==> src/rtl/core/fwia_pkg.sv <==
// Shared types, constants and functions for the fixed-width int to ASCII core.
package fwia_pkg;

    localparam int ValueW     = 16;
    localparam int CharW      = 7;
    localparam int DecDigits  = 5;
    localparam int HexChars   = 4;
    localparam int BcdW       = 4 * DecDigits;
    localparam int StepsPerStg = 4;
    localparam int NumStages  = ValueW / StepsPerStg;
    localparam int IdxW       = $clog2(DecDigits);

    localparam logic [CharW-1:0] AsciiZero = 7'd48;
    localparam logic [CharW-1:0] AsciiA    = 7'd65;

    localparam logic ModeHex = 1'b0;
    localparam logic ModeDec = 1'b1;

    typedef struct packed {
        logic [BcdW-1:0]   bcd;
        logic [ValueW-1:0] bin;
        logic [ValueW-1:0] val;
        logic              mode;
    } t_work;

    function automatic logic [CharW-1:0] char_of(input logic [3:0] d);
        logic [CharW-1:0] d7;
        d7 = {3'd0, d};
        if (d < 4'd10) begin
            char_of = AsciiZero + d7;
        end else begin
            char_of = AsciiA + d7 - 7'd10;
        end
    endfunction

endpackage

==> src/rtl/core/fwia_if.sv <==
// Valid/ready channel interfaces for input values and output characters.
interface fwia_in_if;
    logic                          valid;
    logic                          ready;
    logic [fwia_pkg::ValueW-1:0]   value;
    logic                          mode;

    modport source (output valid, output value, output mode, input ready);
    modport sink   (input valid, input value, input mode, output ready);
endinterface

interface fwia_out_if;
    logic                          valid;
    logic                          ready;
    logic [fwia_pkg::CharW-1:0]    ascii_char;
    logic                          last;

    modport source (output valid, output ascii_char, output last, input ready);
    modport sink   (input valid, input ascii_char, input last, output ready);
endinterface

==> src/rtl/core/fwia_dabble_stage.sv <==
// One pipeline stage of the binary to BCD shift-add-3 conversion.
module fwia_dabble_stage (
    input  logic            i_clk,
    input  logic            i_rst_n,
    input  logic            i_valid,
    output logic            o_ready,
    input  fwia_pkg::t_work i_data,
    output logic            o_valid,
    input  logic            i_ready,
    output fwia_pkg::t_work o_data
);

    logic            r_valid;
    fwia_pkg::t_work r_data;
    fwia_pkg::t_work n_data;

    always_comb begin
        logic [fwia_pkg::BcdW-1:0]   bcd;
        logic [fwia_pkg::ValueW-1:0] bin;
        bcd = i_data.bcd;
        bin = i_data.bin;
        for (int s = 0; s < fwia_pkg::StepsPerStg; s++) begin
            for (int d = 0; d < fwia_pkg::DecDigits; d++) begin
                if (bcd[4*d +: 4] >= 4'd5) begin
                    bcd[4*d +: 4] = bcd[4*d +: 4] + 4'd3;
                end
            end
            {bcd, bin} = {bcd[fwia_pkg::BcdW-2:0], bin, 1'b0};
        end
        n_data      = i_data;
        n_data.bcd  = bcd;
        n_data.bin  = bin;
    end

    assign o_ready = !r_valid || i_ready;

    always_ff @(posedge i_clk) begin
        if (!i_rst_n) begin
            r_valid <= 1'b0;
        end else if (o_ready) begin
            r_valid <= i_valid;
        end
    end

    always_ff @(posedge i_clk) begin
        if (o_ready && i_valid) begin
            r_data <= n_data;
        end
    end

    assign o_valid = r_valid;
    assign o_data  = r_data;

endmodule

==> src/rtl/core/fwia_serializer.sv <==
// Emits the converted value one ASCII character per word, flagging the last.
module fwia_serializer (
    input  logic                        i_clk,
    input  logic                        i_rst_n,
    input  logic                        i_valid,
    output logic                        o_ready,
    input  fwia_pkg::t_work             i_data,
    output logic                        o_valid,
    input  logic                        i_ready,
    output logic [fwia_pkg::CharW-1:0]  o_ascii_char,
    output logic                        o_last
);

    logic                           r_valid;
    logic [fwia_pkg::IdxW-1:0]      r_idx;
    logic [fwia_pkg::BcdW-1:0]      r_bcd;
    logic [fwia_pkg::ValueW-1:0]    r_val;
    logic                           r_mode;
    logic [fwia_pkg::IdxW-1:0]      w_last_idx;
    logic [3:0]                     w_digit;
    logic [fwia_pkg::IdxW-1:0]      n_idx;

    assign w_last_idx = (r_mode == fwia_pkg::ModeDec)
                      ? fwia_pkg::IdxW'(fwia_pkg::DecDigits - 1)
                      : fwia_pkg::IdxW'(fwia_pkg::HexChars - 1);

    always_comb begin
        logic [fwia_pkg::BcdW-1:0]   bsh;
        logic [fwia_pkg::ValueW-1:0] vsh;
        bsh = r_bcd << {r_idx, 2'b00};
        vsh = r_val << {r_idx, 2'b00};
        if (r_mode == fwia_pkg::ModeDec) begin
            w_digit = bsh[fwia_pkg::BcdW-1 -: 4];
        end else begin
            w_digit = vsh[fwia_pkg::ValueW-1 -: 4];
        end
    end

    assign o_last       = (r_idx == w_last_idx);
    assign o_valid      = r_valid;
    assign o_ascii_char = fwia_pkg::char_of(w_digit);
    assign o_ready      = !r_valid || (i_ready && o_last);
    assign n_idx        = r_idx + 1'b1;

    always_ff @(posedge i_clk) begin
        if (!i_rst_n) begin
            r_valid <= 1'b0;
            r_idx   <= '0;
        end else if (o_ready) begin
            r_valid <= i_valid;
            r_idx   <= '0;
        end else if (i_ready) begin
            r_idx   <= n_idx;
        end
    end

    always_ff @(posedge i_clk) begin
        if (o_ready && i_valid) begin
            r_bcd  <= i_data.bcd;
            r_val  <= i_data.val;
            r_mode <= i_data.mode;
        end
    end

endmodule

==> src/rtl/core/fixed_width_int_to_ascii_core.sv <==
// A value's first character is offered after it has passed the dabble stage registers and the serializer register.
// The BCD conversion runs through 4 register stages of 4 shift-add-3 steps each.
// Throughput: one character per cycle while the output is ready; a value gives 4 (hex)
// or 5 (decimal) characters, and the next value's first character can follow directly.
// Reset (synchronous, active low) clears all valid bits and the character index; data registers are not reset.
module fixed_width_int_to_ascii_core (
    input  logic              i_clk,
    input  logic              i_rst_n,
    fwia_in_if.sink           i_in,
    fwia_out_if.source        o_out
);

    localparam int NStg = fwia_pkg::NumStages;

    logic            w_valid [0:NStg];
    logic            w_ready [0:NStg];
    fwia_pkg::t_work w_data  [0:NStg];

    assign w_valid[0]     = i_in.valid;
    assign i_in.ready     = w_ready[0];
    assign w_data[0].bcd  = '0;
    assign w_data[0].bin  = i_in.value;
    assign w_data[0].val  = i_in.value;
    assign w_data[0].mode = i_in.mode;

    for (genvar g = 0; g < NStg; g++) begin : g_stage
        fwia_dabble_stage u_stage (
            .i_clk   (i_clk),
            .i_rst_n (i_rst_n),
            .i_valid (w_valid[g]),
            .o_ready (w_ready[g]),
            .i_data  (w_data[g]),
            .o_valid (w_valid[g+1]),
            .i_ready (w_ready[g+1]),
            .o_data  (w_data[g+1])
        );
    end

    fwia_serializer u_ser (
        .i_clk        (i_clk),
        .i_rst_n      (i_rst_n),
        .i_valid      (w_valid[NStg]),
        .o_ready      (w_ready[NStg]),
        .i_data       (w_data[NStg]),
        .o_valid      (o_out.valid),
        .i_ready      (o_out.ready),
        .o_ascii_char (o_out.ascii_char),
        .o_last       (o_out.last)
    );

endmodule
==> src/flat_wrapper.sv <==
// flat-port wrapper written by rule: the top's interface ports become plain ports
module fixed_width_int_to_ascii_core_flat 
  (i_clk, i_rst_n, i_in_valid, i_in_value, i_in_mode, i_in_ready, o_out_valid, o_out_ascii_char, o_out_last, o_out_ready);
  fwia_in_if i_in_i ();
  fwia_out_if o_out_i ();
  input  logic i_clk;
  input  logic i_rst_n;
  input wire logic [$bits(i_in_i.valid)-1:0] i_in_valid;
  input wire logic [$bits(i_in_i.value)-1:0] i_in_value;
  input wire logic [$bits(i_in_i.mode)-1:0] i_in_mode;
  output wire logic [$bits(i_in_i.ready)-1:0] i_in_ready;
  output wire logic [$bits(o_out_i.valid)-1:0] o_out_valid;
  output wire logic [$bits(o_out_i.ascii_char)-1:0] o_out_ascii_char;
  output wire logic [$bits(o_out_i.last)-1:0] o_out_last;
  input wire logic [$bits(o_out_i.ready)-1:0] o_out_ready;
  assign i_in_i.valid = i_in_valid;
  assign i_in_i.value = i_in_value;
  assign i_in_i.mode = i_in_mode;
  assign i_in_ready = i_in_i.ready;
  assign o_out_valid = o_out_i.valid;
  assign o_out_ascii_char = o_out_i.ascii_char;
  assign o_out_last = o_out_i.last;
  assign o_out_i.ready = o_out_ready;
  fixed_width_int_to_ascii_core u_core (.i_clk(i_clk), .i_rst_n(i_rst_n), .i_in(i_in_i), .o_out(o_out_i));
endmodule
==> config.mk <==
export PLATFORM = sky130hd
export DESIGN_NAME = fixed_width_int_to_ascii_core_flat
export DESIGN_NICKNAME = d
export VERILOG_FILES = /design/src/rtl/core/fwia_pkg.sv /design/src/rtl/core/fwia_if.sv /design/src/rtl/core/fwia_dabble_stage.sv /design/src/rtl/core/fwia_serializer.sv /design/src/rtl/core/fixed_width_int_to_ascii_core.sv /design/src/flat_wrapper.sv
export SDC_FILE = /design/constraint.sdc
export NUM_CORES = 1
export LEC_CHECK = 0
export ABC_AREA = 1
export BUFFER_PORTS_ARGS = -buffer_cell sky130_fd_sc_hd__buf_4
export CORE_MARGIN = 8
export CORE_UTILIZATION = 39
export CTS_BUF_LIST = sky130_fd_sc_hd__clkbuf_4 sky130_fd_sc_hd__clkbuf_8
export CTS_CLUSTER_DIAMETER = 60
export DETAILED_ROUTE_END_ITERATION = 7
export GPL_TIMING_DRIVEN = 0
export PLACE_DENSITY = 0.61
export REMOVE_ABC_BUFFERS = 1
export SLEW_MARGIN = 5
export SYNTH_ARGS = -nofsm -noshare
export SYNTH_HDL_FRONTEND = slang
export SYNTH_SLANG_ARGS = --single-unit
==> constraint.sdc <==
create_clock -name i_clk -period 3.21 [get_ports i_clk]
set_clock_uncertainty 0.05 [all_clocks]
set_input_delay 0.642 -clock i_clk [delete_from_list [all_inputs] [get_ports i_clk]]
set_output_delay 0.642 -clock i_clk [all_outputs]
set_load 0.01 [all_outputs]
## After elaboration in Yosys (flattened, before gate mapping)

Cells that the tools add are included.

- Register bits after elaboration: 209
- Latch bits: 0
- Memory bits (writable): 0
- ROM bits: 0
- Output and inout bits: 10
- Memories: 0

- $add $sub $neg: 69
- Multipliers: 0
- Div/mod/pow operators: 0
- Magnitude comparators: 66
- Equal/unequal tests: 1
- Shift operators: 2
- Mux-type cells: 68
- Bitwise logic cells: 1
- Reduce and logical (&&, ||, !) cells: 17

Operators by type and width:

| kind | number |
|---|---|
| 4-bit by 3-bit >= comparator with 1-bit output (second input constant) | 60 |
| 4-bit 2-to-1 mux | 51 |
| 4-bit by 2-bit adder with 4-bit output (second input constant) | 50 |
| 3-bit 2-to-1 mux | 15 |
| 3-bit by 2-bit adder with 3-bit output (second input constant) | 10 |
| 20-bit by 5-bit << shifter with 20-bit output | 1 |
| 16-bit by 5-bit << shifter with 16-bit output | 1 |
| 1-bit by 2-bit adder with 3-bit output (both inputs constant) | 4 |
| 1-bit by 3-bit >= comparator with 1-bit output (both inputs constant) | 4 |
| 6-bit by 4-bit adder with 7-bit output (first input constant) | 1 |
| 7-bit by 4-bit adder with 7-bit output (first input constant) | 1 |
| 7-bit 2-to-1 mux | 1 |
| 7-bit by 4-bit subtractor with 7-bit output (second input constant) | 1 |
| 1-bit logical AND | 6 |
| 1-bit logical NOT | 5 |
| 1-bit logical OR | 5 |
| 4-bit < comparator (second input constant) | 1 |
| 1-bit by 2-bit adder with 3-bit output (second input constant) | 1 |
| 3-bit by 1-bit adder with 3-bit output (second input constant) | 1 |
| 3-bit equality test | 1 |
| 1-bit by 3-bit >= comparator with 1-bit output (second input constant) | 1 |
| 2-bit OR reduction | 1 |
| 1-bit 2-to-1 mux | 1 |
| 1-bit NOT | 1 |

## Depth between registers and ports, before layout

Gate-level depths: netlist of run 1.

- Depth after elaboration: 9
- Gate-level depth with buffers: 26
- Depth with buffers taken out: 26

## Modules after synthesis

A second synthesis of run 1 with hierarchy kept.

- Cell total of the unflattened synthesis: 1978
- Area, all modules: 16402.0 um^2

By module, submodules not included:

| module | instances | cells each | area each (um^2) |
|---|---|---|---|
| fwia_dabble_stage | 4 | 452 | 3624.7 |
| fwia_serializer | 1 | 169 | 1899.3 |
| fixed_width_int_to_ascii_core | 1 | 1 | 3.8 |

## Least setup slack after synthesis of run 1

OpenSTA, ideal clock, no wires.

- Path kind: reg2reg
- Start point: register u_core.g_stage[2].u_stage.r_data (netlist bit u_core.g_stage[2].u_stage.o_data[45])
- End point: register u_core.g_stage[3].u_stage.r_data (netlist bit u_core.g_stage[3].u_stage.o_data[51]) (data pin)
- Setup time: 270 ps
- Data arrival time: 3030 ps
- Setup slack: -140 ps
- Cell stages (with the launch flop): 27
- Path buffers: 0
- Period minus slack after synthesis: 3350 ps
- Cells stage by stage: edfxtp_1 > inv_1 > ha_1 > inv_1 > ha_1 > nor2_1 > nor2_1 > nand2_1 > nand2_1 > inv_1 > ha_1 > nand3b_1 > nand2_1 > inv_1 > nand2_1 > nand2_1 > nand2_2 > nand2_2 > nand2_2 > xor2_1 > ha_1 > inv_1 > ha_1 > a21oi_1 > inv_1 > nand2_1 > o21ai_0

RTL lines:

| what | line | source |
|---|---|---|
| from (decl) | fwia_dabble_stage.sv:14 | `fwia_pkg::t_work r_data;` |
| from (signal assigned) | fwia_dabble_stage.sv:47 | `r_data <= n_data;` |
| to (signal assigned) | fwia_dabble_stage.sv:47 |  |
| to (decl) | fwia_dabble_stage.sv:14 |  |

## Final worst setup path of run 1

- Start point: register u_core.u_ser.r_idx[0] in the netlist's numbering
- End point: output o_out_ascii_char[2]

- Word-level cells in the longest chain between the ends: 5

RTL lines:

| what | line | source |
|---|---|---|
| from (decl) | fwia_serializer.sv:15 | `logic [fwia_pkg::IdxW-1:0] r_idx;` |
| from (signal assigned) | fwia_serializer.sv:53 | `r_idx <= n_idx;` |
| 16-bit by 5-bit << shifter with 16-bit output / 20-bit by 5-bit << shifter with 20-bit output (equally long branches) | fwia_serializer.sv:31, fwia_serializer.sv:30 |  |
| 4-bit 2-to-1 mux (*) | fwia_serializer.sv:32 | `if (r_mode == fwia_pkg::ModeDec) begin` |
| 7-bit by 4-bit adder with 7-bit output | fwia_pkg.sv:32 | `char_of = AsciiA + d7 - 7'd10;` |
| 7-bit by 4-bit subtractor with 7-bit output | fwia_pkg.sv:32 |  |
| 7-bit 2-to-1 mux (*) | fwia_pkg.sv:29 | `if (d < 4'd10) begin` |
| to (decl) | flat_wrapper.sv:13 | `output wire logic [$bits(o_out_i.ascii_char)-1:0] o_out_ascii_char;` |

Mark *: on every way between the ends. The rest lies on a longest branch, timed or not.

==> results_dict.tcl, run 1 <==
set metrics [dict create \
    post-route-period-util_pct 97.74 \
    die_y_um 165.4 \
    crit_fanout 7 \
    rsz0062_at_grt "yes" \
    h-tree-depth 4 \
    synth_cells 909 \
    route.detailed.drc 0 \
    cp.arrival_ns 2.45 \
    ys_types 43 \
    num_vias 6117 \
    cp_cell_sequence "clkinvlp_4 > buf_6 > o211ai_1 > o211ai_1 > a32oi_1 > ha_2 > inv_2 > nor2_1 > nor2_1 > inv_1 > a21oi_2 > a21oi_2 > buf_4" \
    avgSynthCellArea_um2 9.572 \
    leakagePower_nw 4.625 \
    drv_slew 0 \
    cts_sinks 158 \
    setup_violations 0 \
    cp_data_required_time_ns 2.52 \
    hp-class "input port to register" \
    antenna_cells 0 \
    end_kind "primary output" \
    slowest_delay_ns 0.42 \
    area_delta_synth_final_pct 21.07 \
    fin_crit_ns 3.138 \
    dr.first_iter.drc_count 243 \
    grt_pass1_vias 5716 \
    total_power_mw 8.536 \
    cts_tree "yes" \
    ys_ff_latch 158 \
    grt_pass1_wl_um 24870 \
    cts_inserted_buffers 17 \
    gp_congestion 0.8180 \
    io_buffers 30 \
    cts_root_buffer "clkbuf_8" \
    ys.flop_type "edfxtp_1" \
    cellPowerDensity_mw_per_mm2 810.4 \
    groute.usage.overall_pct 11.26 \
    start_util_pct 39.75 \
    ys_warn_count 0 \
    r2r_setup_slack_ns 0.07 \
    setup_slack_ns 0.07240 \
    drv_cap 0 \
    crit_path_start_kind "register" \
    dp_hpwl_um 10670 \
    netlist_area_mm2 0.008701 \
    io_pins 31 \
    mostFrequentLayoutCell "nand2_1" \
    yosysSeqAreaShare_pct 53.61 \
    row_count 54 \
    async_flop_share_pct 0 \
    clk_pin_slew_worst_paths_ns 0.10 \
    cts_hold_buf 0 \
    clkLatencyLatePin_ns 0.45 \
    setup_tns_ns 0 \
    ant_nets 0 \
    dr.pass1.iters 4 \
    fin_nets 1069 \
    layout-drive-gt1-share_pct 30.05 \
    ir_drop_v 0.0003550 \
    pre_cts_slack_ns -0.4924 \
    grt_max_degree 37 \
    layout_common_cells "209 x nand2_1, 150 x edfxtp_1, 131 x inv_1, 82 x buf_4, 64 x nand2_2" \
    slowest_stage "dfxtp_4" \
    antenna_found_initial 0 \
    worst_pin_slew_ns 1.161 \
    status "finished, final reports clean" \
    die_area_mm2 0.02735 \
    grt_overflow_total 0 \
    wl_per_cell_um 11.62 \
    synth_edf_count 150 \
    hold_viol_final 0 \
    die_w_um 165.4 \
    core_mm2 0.02189 \
    timing.slew.headroom_pct 22.51 \
    wirelength_um 15160 \
    vias_per_cell 4.687 \
    fmax_mhz 318.7 \
    cts_buffer_depth 2 \
    worst-setup-path-type "register to primary output" \
]
area by class of cell:
| cell class | instances | area, um2 |
|---|---|---|
| clock buffer | 18 | 241.5 |
| fill | 2016 | 11360 |
| inverter | 153 | 581.8 |
| sequential | 158 | 4673 |
| clock inverter | 14 | 125.1 |
| multi-input combinational | 594 | 3861 |
| timing repair buffer | 88 | 700.7 |
| tap | 280 | 350.3 |
worst paths after layout:
kind                                                      startpoint                                    to  depth (start not counted)
worst min-delay path                                   i_in_value[2]   u_core.g_stage[0].u_stage.o_data[3]                          1
worst min register to register   u_core.g_stage[2].u_stage.o_data[0]   u_core.g_stage[3].u_stage.o_data[0]                          0
worst max register to register  u_core.g_stage[2].u_stage.o_data[45]  u_core.g_stage[3].u_stage.o_data[51]                         26
worst max-delay path                           u_core.u_ser.r_idx[0]                   o_out_ascii_char[2]                         13
state kept, by name, indices dropped and copies added (netlist names):
signal,count
u_core.g_stage.u_stage.o_data,114
u_core.u_ser.r_bcd,20
u_core.u_ser.r_val,15
u_core.g_stage.u_stage.o_valid,4
u_core.u_ser.r_idx,3
u_core.u_ser.o_valid,1
u_core.u_ser.r_mode,1
power by group:
| group | leakage (nW) | internal [mW] | total, mW | switching (mW) |
|---|---|---|---|---|
| clock network | 0.176 | 0.572 | 1.38 | 0.805 |
| logic | 2.99 | 1.77 | 4.45 | 2.68 |
| registers | 1.46 | 2.64 | 2.71 | 0.0718 |
| total | 4.63 | 4.98 | 8.54 | 3.55 |
cells in the mapped netlist, types with 5 or more instances:
cell / instances / area, um2
a21oi_1: 26 / 130.1
edfxtp_1: 150 / 4504
dfxtp_1: 8 / 160.2
o211ai_1: 6 / 45.04
nand2_2: 49 / 306.5
xnor2_1: 5 / 43.79
ha_1: 36 / 450.4
o21ai_1: 12 / 60.06
nor2_1: 42 / 157.7
o21ai_2: 10 / 87.58
inv_2: 6 / 22.52
nand4_1: 12 / 75.07
nand3_2: 21 / 210.2
nand2_4: 6 / 67.56
nand2_1: 231 / 867.1
o21ai_0: 24 / 120.1
inv_1: 147 / 551.8
xor2_1: 16 / 140.1
nand3_1: 62 / 310.3
routing by layer:
layer	up-vias	GRT usage [%]	wire length [um]
met5	-	0	0
met4	0	5.438	353
met3	29	2.727	476
met2	76	19.05	7586
met1	2791	13.24	6746
li1	3221	-	-
kinds of logic (layout without fill, tap and decap cells):
| group | count (synthesis) | in the layout | share of synthesized area, % |
|---|---|---|---|
| AND/OR/NAND/NOR | 432 | 432 | 23.99 |
| flip-flops | 158 | 158 | 53.61 |
| buffers and inverters | 157 | 273 | 6.845 |
| AO/OA/AOI/OAI | 99 | 99 | 7.090 |
| adder cells (fa/ha/maj) | 36 | 36 | 5.177 |
| XOR/XNOR | 26 | 26 | 3.178 |
| multiplexers | 1 | 1 | 0.1150 |
repair_timing:
item                                    in CTS  in global routing
cloned                                       0                  1
endpoints found under the setup margin      22                 27
setup buffers                               28                 26
gates resized for setup                     46                 72
pin swaps                                   14                 34
worst max-delay path, delay by kind of cell, from the launching register on:
kind            cells  cell delay [ns]
compound gates      5             0.70
fa+ha+maj           1             0.22
flops               1             0.42
buf+inv             5             0.52
simple gates        2             0.14
metrics by stage:
| step | hold slack [ns] | util [%] | instances | instance area (um2) |
|---|---|---|---|---|
| final | 0.3132 | 48.12 | 1305 | 10530 |
| after CTS | 0.2785 | 45.90 | 1278 | 10050 |
| after detailed placement | 0.3545 | 42.60 | 1218 | 9325 |
| after floorplan | 0.3503 | - | 905 | 8680 |
| after global placement | 0.3512 | 42.28 | 1215 | 9255 |
| after global routing | 0.2627 | 48.12 | 1305 | 10530 |
Note: power is estimated with default switching activity, not from simulation.
==> inputs of run 2 (changes only) <==
--- a/config.mk
+++ b/config.mk
@@ -13,6 +13,7 @@
 export CTS_CLUSTER_DIAMETER = 60
 export DETAILED_ROUTE_END_ITERATION = 7
 export GPL_TIMING_DRIVEN = 0
+export MAX_ROUTING_LAYER = met4
 export PLACE_DENSITY = 0.61
 export REMOVE_ABC_BUFFERS = 1
 export SLEW_MARGIN = 5
==> constraint.sdc (replaced) <==
create_clock -name i_clk -period 3.21 [get_ports i_clk]
set_clock_uncertainty 0.05 [all_clocks]
set_input_delay 0.321 -clock i_clk [delete_from_list [all_inputs] [get_ports i_clk]]
set_output_delay 0.321 -clock i_clk [all_outputs]
set_load 0.01 [all_outputs]
==> results_dict.tcl, run 2 (same netlist as run 1, synthesis figures left out) <==
set metrics [dict create \
    fmax_mhz 319.1 \
    instances_no_fill 1311 \
    ant_nets 0 \
    dr.pass1.iters 4 \
    worst_pin_slew_ns 1.141 \
    antenna_found_initial 0 \
    worst-setup-path-type "register to register" \
    layout-drive-gt1-share_pct 27.74 \
    num_vias 6128 \
    multi_input_area_mm2 0.003826 \
    fin_crit_ns 3.134 \
    fin_nets 1075 \
    hp-class "input port to register" \
    status "finished, final reports clean" \
    dp_hpwl_um 10670 \
    clk_pin_slew_worst_paths_ns 0.09 \
    timing.slew.headroom_pct 23.84 \
    wirelength_um 15090 \
    die_y_um 165.4 \
    timing.hold.ws_ns 0.09865 \
    grt_overflow_total 0 \
    route.detailed.drc 0 \
    row_count 54 \
    antenna_cells 0 \
    cp_data_required_time_ns 3.35 \
    clkLatencyLatePin_ns 0.45 \
    grt_pass1_wl_um 25070 \
    cts_buffer_depth 2 \
    cts_inserted_buffers 17 \
    cts_root_buffer "clkbuf_8" \
    layout_common_cells "210 x nand2_1, 150 x edfxtp_1, 132 x inv_1, 73 x buf_4, 63 x nand2_2" \
    ff_latch_area_mm2 0.004669 \
    groute.usage.overall_pct 11.68 \
    core_mm2 0.02189 \
    drv_cap 0 \
    hold_viol_final 0 \
    ir_drop_v 0.0003550 \
    gp_congestion 0.8302 \
    rsz0062_at_grt "yes" \
    leakagePower_nw 4.643 \
    h-tree-depth 4 \
    area_delta_synth_final_pct 21.57 \
    setup_tns_ns 0 \
    dr.first_iter.drc_count 237 \
    grt_pass1_vias 5792 \
    die_area_mm2 0.02735 \
    setup_violations 0 \
    cts_tree "yes" \
    fillers 2011 \
    mostFrequentLayoutCell "nand2_1" \
    placed_cells 1218 \
    drv_slew 0 \
    vias_per_cell 4.674 \
    end_kind "register" \
    die_w_um 165.4 \
    crit_fanout 4 \
    largest_reg_flops 114 \
    grt_max_degree 37 \
    wl_per_cell_um 11.51 \
    io_buffers 30 \
    cts_sinks 158 \
    cellPowerDensity_mw_per_mm2 806.3 \
    io_pins 31 \
    post-route-period-util_pct 97.63 \
    cp.arrival_ns 3.27 \
    crit_path_start_kind "register" \
    start_util_pct 39.75 \
]
[run 2: cell types whose count changed in the layout (fill, tap and decap cells not counted), moves of 2 or more]
cell           previous run  this run
a21oi_2                   3         1
dlygate4sd3_1             0        17
a21oi_1                  21        23
nor2_1                   33        35
buf_4                    82        73
nor2_2                    6         4
[run 2: critical path: stages (launching register included)]
cell	delay [ns]
edfxtp_1	0.42
inv_2	0.10
ha_4	0.13
inv_2	0.04
ha_4	0.18
a21oi_4	0.12
nand2_1	0.08
nand2_2	0.08
inv_2	0.05
ha_4	0.15
nand3b_1	0.17
nand2_1	0.08
inv_2	0.05
nand2_2	0.06
nand2_1	0.08
nand2_1	0.08
inv_2	0.05
nand2_4	0.07
xor2_2	0.15
ha_2	0.19
inv_2	0.04
ha_4	0.15
a21oi_4	0.12
inv_2	0.06
nand2_1	0.05
o21ai_1	0.05
[run 2: report_power, final]
part | leakage [nW] | internal, mW | switching [mW]
clock network | 0.176 | 0.572 | 0.796
logic | 3.01 | 1.78 | 2.68
registers | 1.46 | 2.64 | 0.0720
[run 2: per-stage QoR]
step	power, mW	area (um2)	util, %	worst slack (ns)
floorplan	5.920	8680	-	-0.1400
global placement	6.416	9255	42.28	-0.7182
detailed placement	6.504	9325	42.60	-0.4924
CTS	8.169	10180	46.52	0.007976
global route	9.330	10580	48.32	-0.1271
finish	8.529	10580	48.32	0.07608
[run 2: timing repair]
action	CTS	global route
gates resized for setup	43	61
pin swaps	13	27
hold buffers	17	0
setup endpoints to repair	20	28
setup buffers	25	19
endpoints found under the hold margin	17	0
[run 2: layout make-up]
class | instances | share of cell area [%]
multi-input cells | 594 | 36.17
inverters | 153 | 5.465
repair buffers | 94 | 7.440
clock buffers | 18 | 2.283
clock inverters | 14 | 1.183
flip-flops and latches | 158 | 44.14
well taps | 280 | 3.312
[run 2: per-layer routing]
layer | share of wire (%) | routed length (um) | global-route usage, % | up-vias
li1 | - | - | - | 3233
met1 | 44 | 6644 | 13.27 | 2804
met2 | 51 | 7674 | 19.50 | 72
met3 | 3.1 | 474 | 2.677 | 19
met4 | 1.9 | 294 | 5.195 | 0
met5 | 0 | 0 | - | -
[run 2: path summary, 6_finish.rpt]
kind	startpoint	endpoint	slack (ns)	cells after the start
setup / recovery	u_core.g_stage[2].u_stage.o_data[45]	u_core.g_stage[3].u_stage.o_data[52]	0.08	25
hold / removal	i_in_valid	u_core.g_stage[0].u_stage.o_valid	0.1	3
setup reg to reg	u_core.g_stage[2].u_stage.o_data[45]	u_core.g_stage[3].u_stage.o_data[52]	0.08	25
hold reg to reg	u_core.g_stage[3].u_stage.o_data[51]	u_core.u_ser.r_bcd[18]	0.37	0
==> inputs of run 3 (changes only) <==
--- a/config.mk
+++ b/config.mk
@@ -5,7 +5,6 @@
 export SDC_FILE = /design/constraint.sdc
 export NUM_CORES = 1
 export LEC_CHECK = 0
-export ABC_AREA = 1
 export BUFFER_PORTS_ARGS = -buffer_cell sky130_fd_sc_hd__buf_4
 export CORE_MARGIN = 8
 export CORE_UTILIZATION = 39
@@ -14,7 +13,7 @@
 export DETAILED_ROUTE_END_ITERATION = 7
 export GPL_TIMING_DRIVEN = 0
 export MAX_ROUTING_LAYER = met4
-export PLACE_DENSITY = 0.61
+export PLACE_DENSITY = 0.55
 export REMOVE_ABC_BUFFERS = 1
 export SLEW_MARGIN = 5
 export SYNTH_ARGS = -nofsm -noshare
==> constraint.sdc (replaced) <==
create_clock -name i_clk -period 2.6 [get_ports i_clk]
set_clock_uncertainty 0.05 [all_clocks]
set_input_delay 0.26 -clock i_clk [delete_from_list [all_inputs] [get_ports i_clk]]
set_output_delay 0.26 -clock i_clk [all_outputs]
set_load 0.01 [all_outputs]
==> results_dict.tcl, run 3 <==
set metrics [dict create \
    status "finished, violations left" \
    violations "setup timing" \
    hold_viol_final 0 \
    cp.arrival_ns 3.40 \
    die_area_mm2 0.02885 \
    grt_max_degree 34 \
    clk_pin_slew_worst_paths_ns 0.09 \
    crit_buf_inv 3 \
    internal-power_mw 7.554 \
    r2r_start "u_core.g_stage[2].u_stage.o_data[34]" \
    p_sw_mw 4.495 \
    synthDominantCellAreaShare_pct 48.79 \
    die_y_um 169.9 \
    synth.largest_area_cell "edfxtp_1" \
    route.detailed.drc 0 \
    cellPowerDensity_mw_per_mm2 883.9 \
    slowest_stage "edfxtp_1" \
    dr.pass1.iters 7 \
    ys_ff_latch 158 \
    worst_pin_slew_ns 0.8551 \
    worst-setup-path-type "register to register" \
    place_area_mm2 0.009848 \
    dp_hpwl_um 12310 \
    cts_root_buffer "clkbuf_8" \
    largest_reg_flops 114 \
    vias_per_cell 5.332 \
    drv_slew 0 \
    fin_crit_ns 3.252 \
    antenna_found_initial 0 \
    io_buffers 30 \
    io_pins 31 \
    setup_tns_ns -17.10 \
    setup_slack_ns -0.6522 \
    pwr-share-clk_pct 14.7 \
    clkLatencyLatePin_ns 0.45 \
    drv_cap 0 \
    cts_buffer_depth 2 \
    layout-drive-gt1-share_pct 49.07 \
    cp_top_family "simple AND/OR/NAND/NOR gates" \
    end_kind "register" \
    layout_common_cells "150 x edfxtp_1, 149 x buf_4, 67 x nand2_1, 46 x nor2_1, 43 x buf_6" \
    total_power_mw 12.05 \
    avgSynthCellArea_um2 10.81 \
    cp_cell_sequence "inv_2 > ha_4 > and2b_4 > or3_4 > and3_4 > a32oi_4 > inv_2 > ha_4 > o32ai_2 > o21ai_2 > buf_6 > or3_4 > o221ai_2 > a21oi_2" \
    setup_violations 41 \
    yosys.cell_count.top_type "edfxtp_1" \
    grt_overflow_total 0 \
    wirelength_um 21970 \
    row_count 56 \
    grt_pass1_wl_um 34260 \
    synth_common_cells "150 x edfxtp_1, 83 x nand2_1, 70 x nor2_1" \
    fin_nets 1124 \
    h-tree-depth 4 \
    cts_inserted_buffers 17 \
    swShare_pct 37.30 \
    p_seq_share_pct 26.8 \
    ant_nets 0 \
    hp-start "o_out_ready" \
    post-route-period-util_pct 125.1 \
    mostFrequentLayoutCell "edfxtp_1" \
    reg2regPathDepth 14 \
    grt_pass1_vias 7137 \
    design_area_mm2 0.01363 \
    crit_fanout 5 \
    ys_types 87 \
    pre_cts_slack_ns -1.815 \
    timing.hold.ws_ns 0.03931 \
    crit_path_start_kind "register" \
    hp-class "input port to register" \
    gp_congestion 0.7916 \
    dr.first_iter.drc_count 362 \
    final_core_utilization_pct 58.42 \
    start_util_pct 39.57 \
    groute.usage.overall_pct 14.93 \
    cts_tree "yes" \
    min_to "u_core.u_ser.r_idx[0]" \
    hold_path_depth 3 \
    num_vias 7459 \
    cts_sinks 158 \
    regToRegEndpoint "u_core.g_stage[3].u_stage.o_data[38]" \
    ys_top_cells_by_area "edfxtp_1 49%, ha_1 4.9%, o21ai_0 3.6%, nand2_1 3.4%, nor2_1 2.8%" \
    netlist_area_mm2 0.009233 \
    slowest_delay_ns 0.43 \
    timing.slew.headroom_pct 42.99 \
    rsz0062_at_grt "yes" \
    instances_no_fill 1399 \
    ys_warn_count 0 \
    leakagePower_nw 4.987 \
    ir_drop_v 0.0004575 \
    fmax_mhz 307.5 \
    async_flop_share_pct 0 \
    synth_cells 854 \
    synth_edf_count 150 \
    die_w_um 169.9 \
    placed_cells 1180 \
    cp_data_required_time_ns 2.75 \
    wl_per_cell_um 15.71 \
    area_delta_synth_final_pct 47.64 \
    combinationalPowerShare_pct 58.5 \
    core_mm2 0.02333 \
    antenna_cells 0 \
    ys.flop_type "edfxtp_1" \
    r2r_setup_slack_ns -0.65 \
    yosysSeqAreaShare_pct 50.52 \
]
[run 3: cell types whose count changed after synthesis, sizes merged, moves of 11 or more]
cell    before  now
o21ai       46   74
nor2        42   73
xor2        20    5
xnor2        6   28
o21a         0   12
mux2i        1   27
a31oi        0   12
nand2b       0   19
a211oi       2   13
clkbuf       1   20
a21oi       28   57
nand2      286   84
nand3       86   14
inv        153   45
[run 3: kinds of logic (layout without fill, tap and decap cells)]
| group | Yosys count | after routing | synth area share (%) |
|---|---|---|---|
| flops | 158 | 158 | 50.52 |
| simple gates | 249 | 249 | 13.02 |
| mux | 40 | 40 | 5.407 |
| compound gates | 264 | 264 | 19.39 |
| buf+inv | 73 | 299 | 3.212 |
| fa+ha+maj | 37 | 37 | 4.987 |
| xor+xnor | 33 | 33 | 3.456 |
[run 3: power by group through the flow]
stage | logic [mW] | registers (mW) | clock network [mW]
after floorplan | 2.91 | 3.24 | 0
after global placement | 3.44 | 3.27 | 0
after detailed placement | 3.50 | 3.27 | 0
after CTS | 5.77 | 3.21 | 1.82
after global routing | 7.58 | 3.25 | 1.91
final | 7.05 | 3.23 | 1.77
[run 3: worst max-delay path by stage]
| stage | endpoint | slack [ns] | cells past startpoint | start |
|---|---|---|---|---|
| 6_report | u_core.g_stage[3].u_stage.o_data[38] | -0.65 | 14 | u_core.g_stage[2].u_stage.o_data[34] |
| 5_1_grt | u_core.g_stage[3].u_stage.o_data[47] | -0.81 | 17 | u_core.g_stage[2].u_stage.o_data[41] |
| 4_1_cts | u_core.g_stage[3].u_stage.o_data[38] | -0.62 | 14 | u_core.g_stage[2].u_stage.o_data[34] |
| 3_5_place_dp | u_core.g_stage[3].u_stage.o_data[41] | -1.81 | 14 | u_core.g_stage[2].u_stage.o_data[33] |
| 3_3_place_gp | u_core.g_stage[2].u_stage.o_data[46] | -3.02 | 5 | u_core.u_ser.r_idx[0] |
| 2_1_floorplan | u_core.g_stage[2].u_stage.o_data[0] | -1.79 | 5 | u_core.u_ser.r_mode |
[run 3: cell type report]
type / count / area, um2
clock buffers: 17 / 234.0
clock inverters: 15 / 150.1
fillers: 1835 / 9702
inverters: 45 / 176.4
multi-input cells: 623 / 6005
flip-flops and latches: 158 / 4673
well taps: 319 / 399.1
repair buffers: 222 / 1993
[run 3: worst reg2reg max path, cell delays in order (launching register included)]
cell and delay (ns):
edfxtp_1 0.43, inv_2 0.13, ha_4 0.14, and2b_4 0.20, or3_4 0.35, and3_4 0.19, a32oi_4 0.21, inv_2 0.09
ha_4 0.17, o32ai_2 0.22, o21ai_2 0.15, buf_6 0.15, or3_4 0.36, o221ai_2 0.08, a21oi_2 0.09
[run 3: repair_timing]
item                                   4_1_cts  5_1_grt
endpoints found under the hold margin       20        0
setup endpoints to repair                  200       66
pin swaps                                  105       74
cloned                                       0        1
gates resized for setup                    297      151
hold buffers                                18        0
buffers inserted                           128       46
[run 3: metal layers]
layer | track usage, % | part of all wire (%)
met4 | 4.771 | 1.4
met5 | - | 0
met3 | 2.896 | 2.7
met1 | 17.06 | 42
met2 | 26.04 | 54
